==> src/rsc_pkg.sv <==
package rsc_pkg;

  localparam int MAX_ITEMS = 1024;
  localparam int VALUE_W   = 32;
  localparam int IDX_W     = $clog2(MAX_ITEMS);
  localparam int CNT_W     = $clog2(MAX_ITEMS + 1);
  localparam int PREFIX_W  = VALUE_W + IDX_W;
  localparam int DIFF_W    = PREFIX_W + 1;
  localparam int COUNT_W   = 20;
  localparam int CFG_IDX_W = 1;

  localparam logic [COUNT_W-1:0] COUNT_MAX = '1;

  localparam logic [CFG_IDX_W-1:0] REG_WINDOW_LOW  = 1'b0;
  localparam logic [CFG_IDX_W-1:0] REG_WINDOW_HIGH = 1'b1;

  typedef struct packed {
    logic signed [VALUE_W-1:0] value;
    logic                      last;
  } rsc_in_t;

  typedef struct packed {
    logic [COUNT_W-1:0] range_count;
    logic               overflow;
  } rsc_out_t;

  typedef struct packed {
    logic valid;
    logic hit;
  } rsc_hit_t;

endpackage

==> src/rsc_match.sv <==
module rsc_match (
  input  logic                                 clk,
  input  logic                                 rst_n,
  input  logic                                 op_valid,
  input  logic signed [rsc_pkg::PREFIX_W-1:0]  prefix,
  input  logic signed [rsc_pkg::PREFIX_W-1:0]  operand,
  input  logic signed [rsc_pkg::VALUE_W-1:0]   win_lo,
  input  logic signed [rsc_pkg::VALUE_W-1:0]   win_hi,
  output rsc_pkg::rsc_hit_t                    res,
  output logic                                 busy
);

  logic signed [rsc_pkg::DIFF_W-1:0] diff_r;
  logic                              diff_v_r;
  logic                              hit_r;
  logic                              hit_v_r;
  logic signed [rsc_pkg::DIFF_W-1:0] lo_x;
  logic signed [rsc_pkg::DIFF_W-1:0] hi_x;

  assign lo_x = rsc_pkg::DIFF_W'(win_lo);
  assign hi_x = rsc_pkg::DIFF_W'(win_hi);

  always_ff @(posedge clk) begin
    if (!rst_n) begin
      diff_v_r <= 1'b0;
      hit_v_r  <= 1'b0;
    end else begin
      diff_v_r <= op_valid;
      hit_v_r  <= diff_v_r;
    end
  end

  always_ff @(posedge clk) begin
    diff_r <= rsc_pkg::DIFF_W'(prefix) - rsc_pkg::DIFF_W'(operand);
    hit_r  <= (diff_r >= lo_x) && (diff_r <= hi_x);
  end

  assign res.valid = hit_v_r;
  assign res.hit   = hit_r;
  assign busy      = diff_v_r | hit_v_r;

endmodule

==> config.mk <==
export PLATFORM = sky130hd
export DESIGN_NAME = rsc_match
export DESIGN_NICKNAME = d
export VERILOG_FILES = /design/src/rsc_pkg.sv /design/src/rsc_match.sv
export SDC_FILE = /design/constraint.sdc
export NUM_CORES = 1
export LEC_CHECK = 0
export ABC_AREA = 1
export ABC_CLOCK_PERIOD_IN_PS = 2300
export BUFFER_PORTS_ARGS = -buffer_cell sky130_fd_sc_hd__buf_4
export CAP_MARGIN = 30
export CORE_ASPECT_RATIO = 1.25
export CORE_UTILIZATION = 56
export DETAILED_ROUTE_END_ITERATION = 7
export MAX_ROUTING_LAYER = met4
export PLACE_DENSITY = 0.91
export SLEW_MARGIN = 5
export SYNTH_ARGS = -nofsm -noshare
export SYNTH_HDL_FRONTEND = slang
export SYNTH_SLANG_ARGS = --single-unit
==> constraint.sdc <==
create_clock -name clk -period 2.3 [get_ports clk]
set_clock_uncertainty 0.1 [all_clocks]
set_input_delay 0.46 -clock clk [delete_from_list [all_inputs] [get_ports clk]]
set_output_delay 0.46 -clock clk [all_outputs]
set_load 0.02 [all_outputs]
After elaboration in Yosys (flattened, before gate mapping). Index checks and enable logic that the tools add are counted. W data, S select, Z words.

Output and inout port bits: 3. Input port bits: 151. Word-level logic and storage cells: 9. Register bits after elaboration: 46.

Bitwise operators: 1. Magnitude comparators: 2. Reductions and logical operators: 1. Add/subtract/negate cells: 1.

Operators by type and width (number): $ge A43 B32 Y1 (1); $le A43 B32 Y1 (1); $sub A42 B42 Y43 (1); $logic_and A1 B1 Y1 (1); $or A1 B1 Y1 (1).

Depth between registers and ports, before layout.
Word-level depth: 2. Depth in mapped cells: 16. Depth with buffers taken out: 16.

Worst setup path before layout. No wires, ideal clock.

Kind: input port to flip-flop. Start point: input port prefix[0] (netlist name). End point: register diff_r[26] (netlist name). Setup time: 0.112 ns. Required time: 2.088 ns. Cell stages on the path: 15. Setup slack: 0.132 ns. Path buffers: 0. Arrival: 1.956 ns. Path through: inv_1 > ha_1 > fa_1 > inv_1 > nand3_1 > nand2_2 > nand2_2 > nand2_2 > nand2_2 > nand2_2 > inv_2 > o21ai_2 > nand2_1 > nand3_1 > nand2_1.

Longest elaborated chain between the ends: 1.

RTL lines: from (decl) (RTL line rsc_match.sv:5) `input logic signed [rsc_pkg::PREFIX_W-1:0] prefix,`; $sub A42 B42 Y43 (RTL line rsc_match.sv:34) `diff_r <= rsc_pkg::DIFF_W'(prefix) - rsc_pkg::DIFF_W'(operand);`; to (signal assigned) (RTL line rsc_match.sv:34); to (decl) (RTL line rsc_match.sv:13) `logic signed [rsc_pkg::DIFF_W-1:0] diff_r;`.

Every way passes these cells. A chain may end at the register's enable or synchronous reset.

Worst setup path in the final report.
Start point: input port prefix[3] (netlist name). End point: register diff_r[32] (netlist name).

Same word-level chain as after synthesis.

==> metrics.md <==
| Metric | Value |
|---|---|
| DRT iter0 DRCs | 315 |
| Initial antenna violation count | 1 |
| IO buf count | 153 |
| Final Cycle Share | 89.6% |
| Most used cell, CP | nand2_1 |
| Fmax | 485 MHz |
| Fillers | between 900 and 1000 |
| TritonCTS clock tree | done |
| Gate Count Post-Synth | 1024 |
| CP Launch Type | input pin |
| Power density cells | roughly 490 mW/mm2 |
| Post-route ant nets | 0 |
| Total CTS buffers | 5 |
| Highest metal used | met4 |
| Leak | ~4.8 nW |
| Clock Latency Late Sink | 290 ps |
| Syn nets | 1304 |
| Initial core utilization | about 57% |
| # clock sinks | 46 |
| Ys async rst share | 0% |
| Final HPWL DP | 16400 um |
| Inst Count DP | 1361 |
| Yosys warnings | 0 |
| Gp weighted congestion | 1.02 |
| Slew headroom | 69.4% |
| RSZ-0062 raised after global routing | no |
| CP max stage cell | ha_1 |
| Final routed wire length divided by cell count | 13.6 um |
| Reg clk slew, reported paths | 70 ps |
| Remaining DRCs | 0 |
| Routed met2 length | 9440 um |
| Number of cell rows | 43 |
| # IOs | 154 |
| Number of global-route vias before repair | 7033 |
| Post-synthesis cell type count | 34 |
| Post-synth EDFFs | 0 |
| Max Slew Vio Count | 0 |
| Worst slew pin tran | ~450 ps |
| Critical path data arrival time | 2150 ps |
| Vias | 7243 |
| DRT Pass-1 Iters | 5 |
| Die width | 97.4 um |
| Core Region | 0.0111 mm2 |
| Met1 WL | 7540 um |
| Outcome | complete, no violations |
| Crit Path Max Fanout | 4 |
| Critical path's top delay family | simple AND/OR/NAND/NOR gates |
| All-layer global routing usage | 32.7% |
| Area grow syn2layout | 29.1% |
| Hold Buf Count CTS | 0 |
| Netlist Area Pre-Place | between 0.006 and 0.007 mm2 |
| Routed Wire Length | about 19000 um |
| Post_cts resized | 0 |
| Setup Buffers After CTS | 0 |
| Yosys reg bits | 46 |
| Seq/Total Area, Yosys | 14.5% |
| Die Ht | 121 um |
| Critical path class | input pin to register |
| Clk root buf | clkbuf_16 |
| Buffers & Inverters on Critical Path | 3 |
| Max-cap violations | 0 |
| Mapped Avg Cell Area | 6.22 um2 |
| First-pass GRT wire length | approximately 30000 um |
| Worst vdd ir | 0.311 mV |
| Slowest stage delay, CP | 340 ps |
| Critical-path cell list | buf_4 > ha_1 > a21oi_1 > nand2_2 > buf_4 > a21oi_2 > inv_1 > nand2_1 > nand3_2 > nand3_2 > nand2_1 > nand2_1 > nand2_1 |
| Depth of the CTS H-tree | 2 |
| Critical Path RT | 2390 ps |
| Clock Path Buffers | 2 |
| Avg Vias per Cell | 5.29 |
| Metal3 WL | around 750 um |
| Hold slack | approximately 250 ps |
| Grt ovf | 0 |
| Die ar. | 0.0118 mm2 |
| Worst hold path class | input pin to register |
| Post-synth top flop | dfxtp_1 |
| Tmin final | a little over 2000 ps |
| CP Capture Type | register |
| Nets | 1513 |
| Hold Vio Cnt, Final | 0 |
| Largest net degree at the start of global routing | 15 |
| Layout Cells excl Fill | roughly 1400 |
| Share of cells above drive strength 1 | 20.9% |
| Final setup viols | 0 |
| Power Total | approximately 4.0 mW |
==> cell families (layout without fill, tap and decap cells) <==
kind of cell               Yosys count  in the layout  share of synthesized area [%]
and+or+nand+nor                    462            462                           30.9
AOI/OAI and AO/OA                  148            148                           12.8
other                                0              1                              0
DFF                                 46             46                           14.5
xor gates and xnor gates            27             27                           3.71
adders and majority gates          129            129                           25.5
buffers and inverters              212            422                           12.6
==> registers in the layout, summed over array words and instances, names as in the netlist <==
| register | flops |
|---|---|
| hit_r | 1 |
| diff_v_r | 1 |
| hit_v_r | 1 |
| diff_r | 43 |
==> power by group <==
part           internal [mW]  switching [mW]  leakage (nW)
sequential             0.971           0.141         0.388
clock                  0.431           0.316        0.0729
combinational          0.949            1.21          4.35
total                   2.35            1.66          4.81
==> layout make-up <==
class                           instances  area, um2  share of cell area, %
Multi-Input combinational cell        766       4640                   56.5
Clock buffer                            6        139                   1.69
Inverter                              210        788                   9.59
Tap cell                              135        169                   2.06
Timing Repair Buffer                  204       1540                   18.8
Antenna cell                            1       2.50                 0.0304
Clock inverter                          2       12.5                  0.152
Sequential cell                        46        921                   11.2
==> path summary, 6_finish.rpt <==
kind	from	end	slack (ps)	cells past startpoint
hold reg to reg	diff_v_r	hit_v_r	330	2
setup reg to reg	diff_r[42]	hit_r	410	12
hold / removal	op_valid	diff_v_r	250	3
setup / recovery	prefix[3]	diff_r[32]	240	13
==> tightest hold or removal path, cell delays in order <==
cell and delay [ps]:
buf_4 80, nand2_1 40, inv_1 40
==> metrics by stage <==
stage,worst slack [ps],cell area (um2),TNS (ps),util [%]
after floorplan,132,6370,0,-
after global placement,21.6,8070,0,72.8
after detailed placement,-27.9,8070,-50.8,72.8
after CTS,259,8220,0,74.1
after global routing,53.4,8220,0,74.2
final,240,8220,0,74.2
==> synthesized netlist by cell type, types with 10 or more instances <==
cell type	count	area share [%]
a21o_1	10	1.2
a21oi_1	84	6.6
dfxtp_1	46	14
ha_1	128	25
inv_1	197	12
inv_2	11	0.65
nand2_1	265	16
nand2_2	13	1.3
nand3_1	49	3.9
nand4_1	21	2.1
nor2_1	83	4.9
nor2_2	11	1.1
o21ai_0	32	2.5
xor2_1	25	3.4
==> metal layers <==
| metal | vias to the layer above | track usage, % |
|---|---|---|
| met2 | 220 | 60.3 |
| met1 | 3257 | 35.2 |
| met3 | 61 | 2.59 |
| met4 | 0 | 16.6 |
| li1 | 3705 | - |
| met5 | - | - |
==> cell usage in the layout (no fill, tap or decap), drive strengths merged, types with 2 or more instances in the layout <==
| cell | instances |
|---|---|
| nand2 | 278 |
| inv | 208 |
| buf | 204 |
| ha | 128 |
| nor2 | 95 |
| a21oi | 86 |
| nand3 | 53 |
| dfxtp | 46 |
| o21ai | 40 |
| xor2 | 25 |
| nand4 | 21 |
| a21o | 10 |
| nor3 | 9 |
| clkbuf | 6 |
| o21bai | 4 |
| o21a | 4 |
| nor4 | 3 |
| clkinv | 3 |
| xnor2 | 2 |
| o211ai | 2 |
Power figures use the tool's default switching activity.
